$ cat src/rtl/ltc_pkg.sv
`default_nettype none
// ============================================================================
// ltc_pkg: shared types and constants of the literal token classifier
// Result codes, character constants, the per-token state record and the
// helper functions that pick the integer and floating-point types.
// ============================================================================
package ltc_pkg;

    localparam logic [2:0] COUNT_MAX = 3'd6;
    localparam logic [2:0] COUNT_ONE = 3'd1;
    localparam logic [2:0] COUNT_TRUE_LEN = 3'd4;
    localparam logic [2:0] COUNT_FALSE_LEN = 3'd5;

    typedef enum logic [3:0] {
        LT_NONE       = 4'd0,
        LT_BOOL       = 4'd1,
        LT_CHAR       = 4'd2,
        LT_CHAR8      = 4'd3,
        LT_CHAR16     = 4'd4,
        LT_CHAR32     = 4'd5,
        LT_WCHAR      = 4'd6,
        LT_INT        = 4'd7,
        LT_UINT       = 4'd8,
        LT_LONG       = 4'd9,
        LT_ULONG      = 4'd10,
        LT_LONGLONG   = 4'd11,
        LT_ULONGLONG  = 4'd12,
        LT_FLOAT      = 4'd13,
        LT_DOUBLE     = 4'd14,
        LT_LONGDOUBLE = 4'd15
    } t_lit_type;

    typedef enum logic [2:0] {
        LB_NA      = 3'd0,
        LB_BINARY  = 3'd1,
        LB_OCTAL   = 3'd2,
        LB_DECIMAL = 3'd3,
        LB_HEX     = 3'd4
    } t_lit_base;

    // ASCII codes the classifier compares against.
    localparam logic [7:0] CH_QUOTE = 8'h27;
    localparam logic [7:0] CH_DOT   = 8'h2E;
    localparam logic [7:0] CH_ZERO  = 8'h30;
    localparam logic [7:0] CH_EIGHT = 8'h38;
    localparam logic [7:0] CH_UP_B  = 8'h42;
    localparam logic [7:0] CH_UP_E  = 8'h45;
    localparam logic [7:0] CH_UP_F  = 8'h46;
    localparam logic [7:0] CH_UP_L  = 8'h4C;
    localparam logic [7:0] CH_UP_P  = 8'h50;
    localparam logic [7:0] CH_UP_U  = 8'h55;
    localparam logic [7:0] CH_UP_X  = 8'h58;
    localparam logic [7:0] CH_LO_A  = 8'h61;
    localparam logic [7:0] CH_LO_B  = 8'h62;
    localparam logic [7:0] CH_LO_E  = 8'h65;
    localparam logic [7:0] CH_LO_F  = 8'h66;
    localparam logic [7:0] CH_LO_L  = 8'h6C;
    localparam logic [7:0] CH_LO_P  = 8'h70;
    localparam logic [7:0] CH_LO_R  = 8'h72;
    localparam logic [7:0] CH_LO_S  = 8'h73;
    localparam logic [7:0] CH_LO_T  = 8'h74;
    localparam logic [7:0] CH_LO_U  = 8'h75;
    localparam logic [7:0] CH_LO_X  = 8'h78;

    typedef struct packed {
        logic [2:0] char_count;
        logic [7:0] first_char;
        logic [7:0] second_char;
        logic [7:0] previous_char;
        logic       seen_double_ell;
        logic       seen_unsigned_mark;
        logic       seen_ell;
        logic       seen_dot_or_exponent;
        logic       seen_binary_exponent;
        logic       matches_true_word;
        logic       matches_false_word;
    } t_ltc_state;

    localparam t_ltc_state STATE_RESET = '{
        char_count:           3'd0,
        first_char:           8'h00,
        second_char:          8'h00,
        previous_char:        8'h00,
        seen_double_ell:      1'b0,
        seen_unsigned_mark:   1'b0,
        seen_ell:             1'b0,
        seen_dot_or_exponent: 1'b0,
        seen_binary_exponent: 1'b0,
        matches_true_word:    1'b1,
        matches_false_word:   1'b1
    };

    typedef struct packed {
        t_lit_type lit_type;
        t_lit_base lit_base;
    } t_ltc_result;

    function automatic logic [7:0] true_char(input logic [1:0] idx);
        logic [7:0] ch;
        unique case (idx)
            2'd0:    ch = CH_LO_T;
            2'd1:    ch = CH_LO_R;
            2'd2:    ch = CH_LO_U;
            default: ch = CH_LO_E;
        endcase
        return ch;
    endfunction

    // Positions past the word length never reach the compare.
    function automatic logic [7:0] false_char(input logic [2:0] idx);
        logic [7:0] ch;
        unique case (idx)
            3'd0:    ch = CH_LO_F;
            3'd1:    ch = CH_LO_A;
            3'd2:    ch = CH_LO_L;
            3'd3:    ch = CH_LO_S;
            3'd4:    ch = CH_LO_E;
            default: ch = 8'h00;
        endcase
        return ch;
    endfunction

    function automatic t_lit_type int_type(input t_ltc_state s);
        t_lit_type t;
        if (s.seen_double_ell) begin
            t = s.seen_unsigned_mark ? LT_ULONGLONG : LT_LONGLONG;
        end else if (s.seen_ell) begin
            t = s.seen_unsigned_mark ? LT_ULONG : LT_LONG;
        end else begin
            t = s.seen_unsigned_mark ? LT_UINT : LT_INT;
        end
        return t;
    endfunction

    function automatic t_lit_type float_type(input logic [7:0] last_char);
        t_lit_type t;
        if (last_char == CH_LO_F || last_char == CH_UP_F) begin
            t = LT_FLOAT;
        end else if (last_char == CH_LO_L || last_char == CH_UP_L) begin
            t = LT_LONGDOUBLE;
        end else begin
            t = LT_DOUBLE;
        end
        return t;
    endfunction

endpackage
`default_nettype wire

$ cat src/rtl/ltc_step.sv
`default_nettype none
// ============================================================================
// ltc_step: one character step of the literal token classifier
// Folds one character into the token state and, on the token's last
// character, decides the literal's type and base.
// ============================================================================
module ltc_step (
    input  wire ltc_pkg::t_ltc_state  i_state,
    input  wire logic [7:0]           i_char_code,
    input  wire logic                 i_is_last,
    output ltc_pkg::t_ltc_state       o_next_state,
    output ltc_pkg::t_ltc_result      o_result
);

    ltc_pkg::t_ltc_state  upd;
    logic [2:0]           pos;
    logic                 pair_ll;

    assign pos = i_state.char_count;
    assign pair_ll = (i_state.previous_char == ltc_pkg::CH_UP_L && i_char_code == ltc_pkg::CH_UP_L)
                  || (i_state.previous_char == ltc_pkg::CH_LO_L && i_char_code == ltc_pkg::CH_LO_L);

    always_comb begin
        upd = i_state;
        if (pos == 3'd0) begin
            upd.first_char = i_char_code;
        end
        if (pos == 3'd1) begin
            upd.second_char = i_char_code;
        end
        if (pos != 3'd0 && pair_ll) begin
            upd.seen_double_ell = 1'b1;
        end
        if (i_char_code == ltc_pkg::CH_LO_U || i_char_code == ltc_pkg::CH_UP_U) begin
            upd.seen_unsigned_mark = 1'b1;
        end
        if (i_char_code == ltc_pkg::CH_LO_L || i_char_code == ltc_pkg::CH_UP_L) begin
            upd.seen_ell = 1'b1;
        end
        if (i_char_code == ltc_pkg::CH_DOT || i_char_code == ltc_pkg::CH_LO_E
                || i_char_code == ltc_pkg::CH_UP_E) begin
            upd.seen_dot_or_exponent = 1'b1;
        end
        if (i_char_code == ltc_pkg::CH_LO_P || i_char_code == ltc_pkg::CH_UP_P) begin
            upd.seen_binary_exponent = 1'b1;
        end
        if (pos >= ltc_pkg::COUNT_TRUE_LEN
                || ltc_pkg::true_char(pos[1:0]) != i_char_code) begin
            upd.matches_true_word = 1'b0;
        end
        if (pos >= ltc_pkg::COUNT_FALSE_LEN || ltc_pkg::false_char(pos) != i_char_code) begin
            upd.matches_false_word = 1'b0;
        end
        upd.previous_char = i_char_code;
        if (pos < ltc_pkg::COUNT_MAX) begin
            upd.char_count = pos + 3'd1;
        end
    end

    // The decision looks at the state with the last character already folded in.
    always_comb begin
        o_result.lit_type = ltc_pkg::LT_NONE;
        o_result.lit_base = ltc_pkg::LB_NA;
        priority if (upd.char_count <= ltc_pkg::COUNT_ONE) begin
            o_result.lit_type = ltc_pkg::LT_INT;
            o_result.lit_base = ltc_pkg::LB_DECIMAL;
        end else if (upd.first_char == ltc_pkg::CH_QUOTE) begin
            o_result.lit_type = ltc_pkg::LT_CHAR;
        end else if ((upd.matches_true_word && upd.char_count == ltc_pkg::COUNT_TRUE_LEN)
                || (upd.matches_false_word && upd.char_count == ltc_pkg::COUNT_FALSE_LEN)) begin
            o_result.lit_type = ltc_pkg::LT_BOOL;
        end else if (upd.second_char == ltc_pkg::CH_QUOTE) begin
            unique case (upd.first_char)
                ltc_pkg::CH_LO_U: o_result.lit_type = ltc_pkg::LT_CHAR16;
                ltc_pkg::CH_UP_U: o_result.lit_type = ltc_pkg::LT_CHAR32;
                ltc_pkg::CH_UP_L: o_result.lit_type = ltc_pkg::LT_WCHAR;
                default:          o_result.lit_type = ltc_pkg::LT_NONE;
            endcase
        end else if (upd.second_char == ltc_pkg::CH_EIGHT
                && upd.first_char == ltc_pkg::CH_LO_U) begin
            o_result.lit_type = ltc_pkg::LT_CHAR8;
        end else if (upd.second_char == ltc_pkg::CH_LO_B
                || upd.second_char == ltc_pkg::CH_UP_B) begin
            o_result.lit_type = ltc_pkg::int_type(upd);
            o_result.lit_base = ltc_pkg::LB_BINARY;
        end else if (upd.second_char == ltc_pkg::CH_LO_X
                || upd.second_char == ltc_pkg::CH_UP_X) begin
            o_result.lit_type = upd.seen_binary_exponent ? ltc_pkg::float_type(i_char_code)
                                                         : ltc_pkg::int_type(upd);
            o_result.lit_base = ltc_pkg::LB_HEX;
        end else if (upd.seen_dot_or_exponent) begin
            o_result.lit_type = ltc_pkg::float_type(i_char_code);
            o_result.lit_base = ltc_pkg::LB_DECIMAL;
        end else if (upd.first_char == ltc_pkg::CH_ZERO) begin
            o_result.lit_type = ltc_pkg::int_type(upd);
            o_result.lit_base = ltc_pkg::LB_OCTAL;
        end else begin
            o_result.lit_type = ltc_pkg::int_type(upd);
            o_result.lit_base = ltc_pkg::LB_DECIMAL;
        end
    end

    // The state starts over after the token's last character.
    assign o_next_state = i_is_last ? ltc_pkg::STATE_RESET : upd;

endmodule
`default_nettype wire

$ cat src/rtl/literal_token_classifier.sv
`default_nettype none
// ============================================================================
// literal_token_classifier: type and base of a literal token
// Takes a literal token one character per transaction and gives the
// literal's type and base as one result transaction on its last character.
// ============================================================================
//
//  channel | valid       | stall        | payload
//  --------+-------------+--------------+----------------------------------
//  input   | i_in_valid  | o_in_stall   | i_char_code, i_is_last
//  output  | o_out_valid | i_out_stall  | o_literal_type, o_literal_base
//
//  One character per cycle unless the input is stalled; the result shows in
//  the cycle after the last character is taken, in a single result register.
//  The token state sits in flip-flops and is updated by one short pass of
//  compare logic per character.
//  Synchronous reset clears the token state and the result valid.
//  The input is stalled only while a result waits and the output is stalled.
//
module literal_token_classifier (
    input  wire logic       i_clk,
    input  wire logic       i_rst_n,
    input  wire logic       i_in_valid,
    output logic            o_in_stall,
    input  wire logic [7:0] i_char_code,
    input  wire logic       i_is_last,
    output logic            o_out_valid,
    input  wire logic       i_out_stall,
    output logic [3:0]      o_literal_type,
    output logic [2:0]      o_literal_base
);

    ltc_pkg::t_ltc_state  r_state;
    ltc_pkg::t_ltc_state  n_state;
    ltc_pkg::t_ltc_result step_result;
    ltc_pkg::t_ltc_result r_result;
    logic                 r_out_valid;
    logic                 in_accept;

    assign o_in_stall = r_out_valid && i_out_stall;
    assign in_accept  = i_in_valid && !o_in_stall;

    ltc_step u_step (
        .i_state      (r_state),
        .i_char_code  (i_char_code),
        .i_is_last    (i_is_last),
        .o_next_state (n_state),
        .o_result     (step_result)
    );

    always_ff @(posedge i_clk) begin
        if (!i_rst_n) begin
            r_state     <= ltc_pkg::STATE_RESET;
            r_out_valid <= 1'b0;
        end else begin
            if (in_accept) begin
                r_state <= n_state;
            end
            if (in_accept && i_is_last) begin
                r_out_valid <= 1'b1;
            end else if (!i_out_stall) begin
                r_out_valid <= 1'b0;
            end
        end
    end

    always_ff @(posedge i_clk) begin
        if (in_accept && i_is_last) begin
            r_result <= step_result;
        end
    end

    assign o_out_valid    = r_out_valid;
    assign o_literal_type = r_result.lit_type;
    assign o_literal_base = r_result.lit_base;

endmodule
`default_nettype wire

$ cat config.mk
export PLATFORM = sky130hd
export DESIGN_NAME = literal_token_classifier
export DESIGN_NICKNAME = d
export VERILOG_FILES = /design/src/rtl/ltc_pkg.sv /design/src/rtl/ltc_step.sv /design/src/rtl/literal_token_classifier.sv
export SDC_FILE = /design/constraint.sdc
export NUM_CORES = 1
export LEC_CHECK = 0
export BUFFER_PORTS_ARGS = -buffer_cell sky130_fd_sc_hd__buf_2
export CAP_MARGIN = 30
export CORE_ASPECT_RATIO = 1.4
export CORE_MARGIN = 2
export CORE_UTILIZATION = 54
export CTS_CLUSTER_SIZE = 20
export DETAILED_ROUTE_END_ITERATION = 8
export PLACE_DENSITY = 0.76
export SYNTH_ARGS = -nofsm -noshare
export SYNTH_HDL_FRONTEND = slang
export SYNTH_SLANG_ARGS = --single-unit
export TNS_END_PERCENT = 100
$ cat constraint.sdc
create_clock -name i_clk -period 7.7 [get_ports i_clk]
set_input_delay 1.54 -clock i_clk [delete_from_list [all_inputs] [get_ports i_clk]]
set_output_delay 1.54 -clock i_clk [all_outputs]
set_load 0.02 [all_outputs]
==> results.txt, run 1 <==
status - complete, no violations
Worst VDD drop - 0.147 mV
Cells after Synth - 321
antenna violations before repair - 0
critical path fanouts, max - 13
leading area contributor after synthesis - dfxtp_1
Hold Buf Count CTS - 0
fin nets - 351
Routed Antenna Nets - 0
Avg WL per Cell - 16.9 µm
RSZ-0062 raised after global routing - no
Die Area - 5560 µm²
ant diodes - 0
first-pass GRT wire length - 11200 µm
Core ar. - 4800 µm²
HPWL Detailed - 4990 µm
Fin. Hold Viols - 0
Synth Warn # - 0
Pwr Total - 455 µW
input/output buffers - 21
CTS sink count - 42
LEAKAGE - 1.07 nW
GRT Overall Usage - 26.0%
# fillers - 495
Max Buffers Root-to-Sink - 2
total of max-cap violations - 0
CP endpoint kind - flop
Remaining Overflow, GRT - 0
Initial Util - 55.9%
CP max-delay cell - nor3b_1
CTS root buffer - clkbuf_8
worst path cell trace - buf_2, nor3b_1, a31oi_1, or4_4, a21o_1, a211oi_2, o221ai_1
top_reg_cell synth - dfxtp_1
Sw Ratio - 28.2%
vias in the first global route - 2284
Post-CTS Setup Repair Bufs - 0
DRC Markers - 0
Final Max Tran Viols - 0
top cells by area, synth - dfxtp_1 26%, edfxtp_1 7.8%, nor2b_1 7.7%, a22oi_1 5.0%, nand2_1 4.5%
CP startpoint kind - input port
CTS resizes - 0
fraction of layout cells with a size suffix above 1 - 13.0%
post-route minimum period - 3530 ps
First DRT Iteration DRCs - 301
CP Data Arrival Time - 3560 ps
R2R setup slack - 4570 ps
Reg clk slew, reported paths - 80 ps
routability cong. - 0.930
Die H - 87.4 µm
pin slew with the least headroom to its limit - 678 ps
Hold Path Class - flop to flop
Power Density - 158 nW/µm²
Synth-to-Final Area Change - 7.51%
Crit path max-delay family - simple AND/OR/NAND/NOR gates
Max Clock Freq - 283 MHz
Final setup viols - 0
Row Count - 30
CTS buffer count - 5
H-tree depth - 2
fin crit share - 45.9%
max incr delay on CP - 540 ps
Clock Power Share - 32.9%
Post-Syn Nets - 341
top-area cell type share of the netlist area - 26.1%
Slew HR - 54.2%
RR Startpoint - r_state[32]$_SDFFE_PN0P_
TritonCTS clock tree - built
hold depth - 2
P_int - 327 µW
Seq pwr share - 51.3%
total wire length - 6680 µm
Hold Path End - r_state[13]$_SDFFE_PN0P_
DR pass1 iterations - 4
Netlist Area Pre-Place - 2680 µm²
Final Skew - 7.72 ps
count leader, synth - dfxtp_1
RR Endpoint - o_literal_base[1]$_SDFFCE_PP1P_
DR vias - 2391
TNS Setup - 0 ps
Critical Path RT - 7730 ps
WS Path Type - input port to flop
Die X - 63.6 µm
FFs w/ async S/R, synth - 0%
Comb pwr share - 15.8%
I/O pin count - 22
most instantiated cells after synthesis - 35 x dfxtp_1, 33 x nor2b_1, 32 x nand2_1, 18 x a22oi_1, 17 x nor2_1
sequential share of the synthesized area - 33.9%
Clock Latency Late Sink - 300 ps
cells on worst reg2reg path - 8
EDFF count, synth - 7
switching power - 128 µW
largest net degree at the start of global routing - 31
Synth cell types - 59
register bit count reported by yosys - 42
DR vias/cell - 6.04
synthesized area per cell - 8.36 µm²
hold wc startpoint - r_state[13]$_SDFFE_PN0P_
worst path buffer plus inverter count - 1
## worst max-delay path by stage
stage / startpoint / end / slack [ps] / depth (start not counted)
3_3_place_gp: i_char_code[3] / o_literal_type[0]$_SDFFCE_PP1P_ / 3880 / 7
4_1_cts: i_out_stall / o_in_stall / 4230 / 4
2_1_floorplan: i_char_code[4] / o_literal_type[0]$_SDFFCE_PP1P_ / 4330 / 7
6_report: i_char_code[3] / o_literal_type[0]$_SDFFCE_PP1P_ / 4170 / 7
3_5_place_dp: i_char_code[3] / o_literal_type[0]$_SDFFCE_PP1P_ / 3940 / 7
5_1_grt: i_char_code[0] / o_literal_type[1]$_SDFFCE_PP1P_ / 4110 / 7
## stage by stage
stage	instances	util [%]	hold WS [ps]	instance area [µm²]	worst slack, ps
finish	396	60.1	465	2890	4170
global route	396	60.1	491	2890	4110
CTS	396	60.1	468	2890	4230
detailed placement	388	58.1	456	2790	3940
global placement	388	58.1	448	2790	3880
floorplan	321	-	437	2680	4330
## flip-flops by register name, summed over array words and instances (netlist names)
name,flops
o_literal_base,3
o_literal_type,4
o_out_valid,1
r_state,34
## logic make-up after synthesis
family / share of synthesized area [%]
AO/OA/AOI/OAI: 20.8
AND/OR/NAND/NOR: 30.6
flip-flops: 33.9
multiplexers: 5.27
adder cells (fa/ha/maj): 3.26
buffers and inverters: 4.48
XOR/XNOR: 1.63
## cells in the final DEF (no fill, tap or decap), types with 6 or more instances in the layout
cell      count
nand2b_1      8
nor3b_1       8
ha_1          7
nor2b_1      33
nor2_1       17
dfxtp_1      35
a21boi_0     11
nand2_1      32
inv_1        11
o21ai_0       9
nor3_1       14
a21oi_1      12
edfxtp_1      7
mux2i_1       7
a22oi_1      18
clkbuf_8      6
buf_2        21
## power by group through the flow
stage	Combinational (mW)	Clock [mW]	Sequential, mW
floorplan	0.0513	0	0.239
global placement	0.0699	0	0.238
detailed placement	0.0705	0	0.239
CTS	0.0708	0.152	0.233
global route	0.0798	0.161	0.234
finish	0.0720	0.150	0.233
## cell type report
type / instances / area (µm²) / area share (%)
clock buffers: 6 / 82.6 / 2.86
inverters: 11 / 41.3 / 1.43
well taps: 64 / 80.1 / 2.78
clock inverters: 2 / 12.5 / 0.434
repair buffers: 21 / 105 / 3.64
flip-flops and latches: 42 / 911 / 31.6
multi-input cells: 250 / 1650 / 57.3
## layer usage
metal | share of wire, % | up-vias | track usage [%]
met5 | 0 | - | 0
met4 | 3.1 | 0 | 10.9
met3 | 5.2 | 18 | 4.53
met2 | 49 | 82 | 45.7
met1 | 43 | 1112 | 31.1
li1 | - | 1179 | -
## tightest hold or removal path: stages (launching register included)
cell,delay (ps)
dfxtp_1,320
nand2_1,50
a21boi_0,60
No activity file was read; power rests on OpenSTA's default activity.
==> run 2: changes to the inputs <==
==> constraint.sdc (replaced) <==
create_clock -name i_clk -period 3.5 [get_ports i_clk]
set_input_delay 0.7 -clock i_clk [delete_from_list [all_inputs] [get_ports i_clk]]
set_output_delay 0.7 -clock i_clk [all_outputs]
set_load 0.02 [all_outputs]
==> results.txt, run 2 (same netlist as run 1, synthesis figures left out) <==
CTS sink count - 42
commonest non-fill, non-tap cell in the layout - dfxtp_1
Power Density - 355 nW/µm²
Top reg by flops - r_state
H-tree depth - 2
Die X - 63.6 µm
routability cong. - 0.968
Max Clock Freq - 333 MHz
First DRT Iteration DRCs - 177
most frequent cells in the layout - 35 x dfxtp_1, 33 x nor2b_1, 32 x nand2_1, 21 x buf_2, 18 x a22oi_1
DR vias/cell - 6.17
max reg flops - 34
Final Skew - 6.97 ps
TNS Setup - 0 ps
hold depth - 2
HPWL Detailed - 5060 µm
critical path fanouts, max - 11
Avg WL per Cell - 17.2 µm
DRC Markers - 0
antenna violations before repair - 0
DR pass1 iterations - 4
CP endpoint kind - flop
Fin. Hold Viols - 0
Routed Antenna Nets - 0
TritonCTS clock tree - built
vias in the first global route - 2263
Hold Path Class - flop to flop
Remaining Overflow, GRT - 0
DR vias - 2457
Critical Path RT - 3540 ps
first-pass GRT wire length - 11000 µm
Reg clk slew, reported paths - 80 ps
WS Path Type - flop to flop
# fillers - 454
Pwr Total - 1.03 mW
ant diodes - 0
fin crit share - 85.7%
Initial Util - 55.9%
CP startpoint kind - flop
Clock Latency Late Sink - 300 ps
fin nets - 353
Die H - 87.4 µm
post-route minimum period - 3000 ps
I/O pin count - 22
total of max-cap violations - 0
Post-CTS Setup Repair Bufs - 0
Worst VDD drop - 0.281 mV
RSZ-0062 raised after global routing - no
Die Area - 5560 µm²
CP Data Arrival Time - 3040 ps
RR Endpoint - o_literal_type[2]$_SDFFCE_PP1P_
Hold Path End - r_state[13]$_SDFFE_PN0P_
Final setup viols - 0
RR Startpoint - r_state[32]$_SDFFE_PN0P_
R2R setup slack - 500 ps
cells on worst reg2reg path - 8
hold wc startpoint - r_state[13]$_SDFFE_PN0P_
Row Count - 30
total wire length - 6830 µm
largest net degree at the start of global routing - 31
status - complete, no violations
Hold Buf Count CTS - 0
Final Max Tran Viols - 0
CTS resizes - 0
input/output buffers - 21
LEAKAGE - 1.08 nW
Core ar. - 4800 µm²
CTS root buffer - clkbuf_8
GRT Overall Usage - 25.7%
Synth-to-Final Area Change - 8.44%
CTS buffer count - 5
pin slew with the least headroom to its limit - 726 ps
Max Buffers Root-to-Sink - 2
fraction of layout cells with a size suffix above 1 - 13.2%
Slew HR - 50.9%
run 2: worst max-delay path by stage:
stage	end	startpoint	cells after the start	slack [ps]
2_1_floorplan	o_literal_type[0]$_SDFFCE_PP1P_	r_state[32]$_SDFFE_PN0P_	9	890
4_1_cts	o_literal_type[0]$_SDFFCE_PP1P_	r_state[32]$_SDFFE_PN0P_	8	540
5_1_grt	o_literal_type[2]$_SDFFCE_PP1P_	r_state[32]$_SDFFE_PN0P_	8	360
3_3_place_gp	o_literal_type[0]$_SDFFCE_PP1P_	r_state[32]$_SDFFE_PN0P_	8	600
6_report	o_literal_type[2]$_SDFFCE_PP1P_	r_state[32]$_SDFFE_PN0P_	8	500
3_5_place_dp	o_literal_type[0]$_SDFFCE_PP1P_	r_state[32]$_SDFFE_PN0P_	8	570
run 2: layer usage:
layer	wire length, µm	vias up	GRT usage, %
met5	0	-	0
met4	227	0	14.0
met3	366	20	3.88
met2	3520	85	45.5
met1	2720	1165	29.6
li1	-	1187	-
run 2: cell type report:
class                   count  area [µm²]  area share, %
clock buffers               7        97.6           3.35
multi-input cells         250        1650           56.8
flip-flops and latches     42         911           31.3
inverters                  11        41.3           1.42
repair buffers             23         120           4.13
well taps                  64        80.1           2.75
clock inverters             1        7.51          0.258
run 2: critical path, stage by stage (launching register included):
cell and delay [ps]:
dfxtp_1 380, inv_1 140, ha_1 320, nand2b_1 370, o2111a_1 260, a2111oi_0 470, a41oi_1 390, nand2b_1 290
a22oi_1 130
run 2: power by group:
| part | switching [mW] | total (mW) | internal [mW] |
|---|---|---|---|
| combinational | 0.102 | 0.160 | 0.0575 |
| sequential | 0.00955 | 0.514 | 0.504 |
| clock | 0.175 | 0.360 | 0.184 |
| total | 0.288 | 1.03 | 0.746 |
run 2: through the flow:
step	hold slack [ps]	cells	cell area, µm²	util [%]	worst slack, ps
floorplan	437	321	2680	-	890
global placement	450	390	2810	58.4	605
detailed placement	459	390	2810	58.4	567
CTS	471	398	2910	60.6	539
global route	501	398	2910	60.6	358
finish	468	398	2910	60.6	499
==> run 3: changes to the inputs <==
--- a/config.mk
+++ b/config.mk
@@ -5,6 +5,7 @@
 export SDC_FILE = /design/constraint.sdc
 export NUM_CORES = 1
 export LEC_CHECK = 0
+export ABC_AREA = 1
 export BUFFER_PORTS_ARGS = -buffer_cell sky130_fd_sc_hd__buf_2
 export CAP_MARGIN = 30
 export CORE_ASPECT_RATIO = 1.4
@@ -16,4 +17,3 @@
 export SYNTH_ARGS = -nofsm -noshare
 export SYNTH_HDL_FRONTEND = slang
 export SYNTH_SLANG_ARGS = --single-unit
-export TNS_END_PERCENT = 100
==> results.txt, run 3 <==
Reg clk slew, reported paths - 80 ps
TNS Setup - 0 ps
antenna violations before repair - 0
met2 wire len - 3430 µm
fin nets - 463
DR vias/cell - 5.25
DR vias - 2669
EDFF count, synth - 7
Power Density - 374 nW/µm²
CP startpoint kind - flop
Remaining Overflow, GRT - 0
Top reg by flops - r_state
switching power - 322 µW
CTS sink count - 42
FFs w/ async S/R, synth - 0%
Max Buffers Root-to-Sink - 2
Slew HR - 46.9%
synthesized area per cell - 6.35 µm²
Critical Path RT - 3560 ps
Die H - 87.6 µm
Hold Buf Count CTS - 0
vias in the first global route - 2541
most instantiated cells after synthesis - 126 x nand2_1, 50 x inv_1, 48 x nor2_1, 37 x a21oi_1, 35 x dfxtp_1
P_int - 777 µW
Synth Warn # - 0
routability cong. - 0.960
CP endpoint kind - flop
status - complete, no violations
LEAKAGE - 1.33 nW
fin crit share - 67.8%
top cells by area, synth - dfxtp_1 26%, nand2_1 18%, edfxtp_1 7.8%, inv_1 7.0%, a21oi_1 6.9%
area of the multi-input gates - 1500 µm²
Reg area - 911 µm²
count leader, synth - nand2_1
critical path fanouts, max - 17
WS Path Type - flop to flop
leading area contributor after synthesis - dfxtp_1
HPWL Detailed - 5220 µm
CTS root buffer - clkbuf_8
Row Count - 30
Final Max Tran Viols - 0
sequential share of the synthesized area - 33.8%
H-tree depth - 2
CP Data Arrival Time - 2440 ps
Clock Power Share - 35.4%
Placement Cell Area - 2830 µm²
GRT Overall Usage - 26.1%
DRC Markers - 0
Hold Path Class - flop to flop
Clock Latency Late Sink - 300 ps
commonest non-fill, non-tap cell in the layout - nand2_1
input/output buffers - 21
max reg flops - 34
CTS buffer count - 5
ant diodes - 0
First DRT Iteration DRCs - 136
most frequent cells in the layout - 126 x nand2_1, 50 x inv_1, 48 x nor2_1, 37 x a21oi_1, 35 x dfxtp_1
uppermost layer routed - met4
total of max-cap violations - 0
# fillers - 466
largest net degree at the start of global routing - 27
Die X - 63.7 µm
Post-CTS Setup Repair Bufs - 0
Avg WL per Cell - 13.4 µm
TritonCTS clock tree - built
Routed Antenna Nets - 0
Sw Ratio - 29.3%
post-route minimum period - 2370 ps
total wire length - 6820 µm
Synth-to-Final Area Change - 8.91%
first-pass GRT wire length - 11300 µm
Max Clock Freq - 421 MHz
Post-Syn Nets - 445
Synth cell types - 32
register bit count reported by yosys - 42
Comb pwr share - 17.8%
Fin. Hold Viols - 0
Core ar. - 4840 µm²
fraction of layout cells with a size suffix above 1 - 14.4%
RSZ-0062 raised after global routing - no
Cells after Synth - 425
M1 wire length - 2770 µm
met3 wire len - 316 µm
Die Area - 5590 µm²
pin slew with the least headroom to its limit - 791 ps
CTS resizes - 0
Seq pwr share - 46.8%
post-route cell area - 2940 µm²
R2R setup slack - 1130 ps
Initial Util - 55.7%
top-area cell type share of the netlist area - 26.0%
Worst VDD drop - 0.195 mV
Final setup viols - 0
Final Skew - 7.41 ps
I/O pin count - 22
DR pass1 iterations - 4
top_reg_cell synth - dfxtp_1
Netlist Area Pre-Place - 2700 µm²
[run 3: cell count changes in the layout (fill, tap and decap cells not counted), sizes merged, moves of 23 or more]
cell,before,now
a21oi,12,37
nor2b,33,0
nor2,17,52
nand3,4,27
nand2,32,142
inv,11,56
[run 3: critical path, stage by stage, from the launching register on]
cell     delay, ps
dfxtp_1        360
inv_1          150
ha_1           300
nand2_4        180
o21ai_1        330
nand2_2        100
nor2_2         130
nand2_1        120
o21ai_1        230
nor3_1          90
nand4_1         90
nand2_1         60
[run 3: area by class of cell]
cell class	instances	share of cell area (%)
tap	64	2.73
inverter	57	7.28
sequential	42	31.0
timing repair buffer	24	4.34
clock buffer	6	2.47
multi-input combinational	313	50.9
clock inverter	2	1.28
[run 3: logic make-up (layout without fill, tap and decap cells)]
logic type      after synthesis  in the layout  synth area share, %
simple gates                240            240                 39.1
xor+xnor                      1              1                0.325
fa+ha+maj                     7              7                 3.25
buf+inv                      70             89                 10.8
compound gates               65             65                 12.8
flops                        42             42                 33.8
[run 3: power by group through the flow]
| stage | logic (mW) | clock network [mW] | registers (mW) |
|---|---|---|---|
| floorplan | 0.144 | 0 | 0.527 |
| global placement | 0.192 | 0 | 0.525 |
| detailed placement | 0.194 | 0 | 0.525 |
| CTS | 0.195 | 0.391 | 0.514 |
| global route | 0.219 | 0.405 | 0.516 |
| finish | 0.196 | 0.389 | 0.514 |
[run 3: path summary, 6_finish.rpt]
path,startpoint,endpoint,depth (start not counted)
max,r_state[31]$_SDFFE_PN0P_,o_literal_base[1]$_SDFFCE_PP1P_,11
min,r_state[21]$_SDFFE_PN0P_,r_state[21]$_SDFFE_PN0P_,2
max reg2reg,r_state[31]$_SDFFE_PN0P_,o_literal_base[1]$_SDFFCE_PP1P_,11
min reg2reg,r_state[21]$_SDFFE_PN0P_,r_state[21]$_SDFFE_PN0P_,2
[run 3: per-layer routing]
layer | up-vias | global-route usage [%]
li1 | 1381 | -
met2 | 80 | 48.0
met5 | - | 0
met3 | 25 | 3.47
met1 | 1183 | 28.5
met4 | 0 | 15.2
[run 3: per-stage QoR]
step           setup slack [ps]  hold slack, ps  power, mW  util, %  instances
2_1_floorplan              1320             437      0.670        -        425
3_3_place_gp                971             449      0.717     58.4        500
3_5_place_dp                971             456      0.720     58.4        500
4_1_cts                    1130             471       1.10     60.7        508
5_1_grt                     924             484       1.14     60.7        508
6_report                   1130             467       1.10     60.7        508
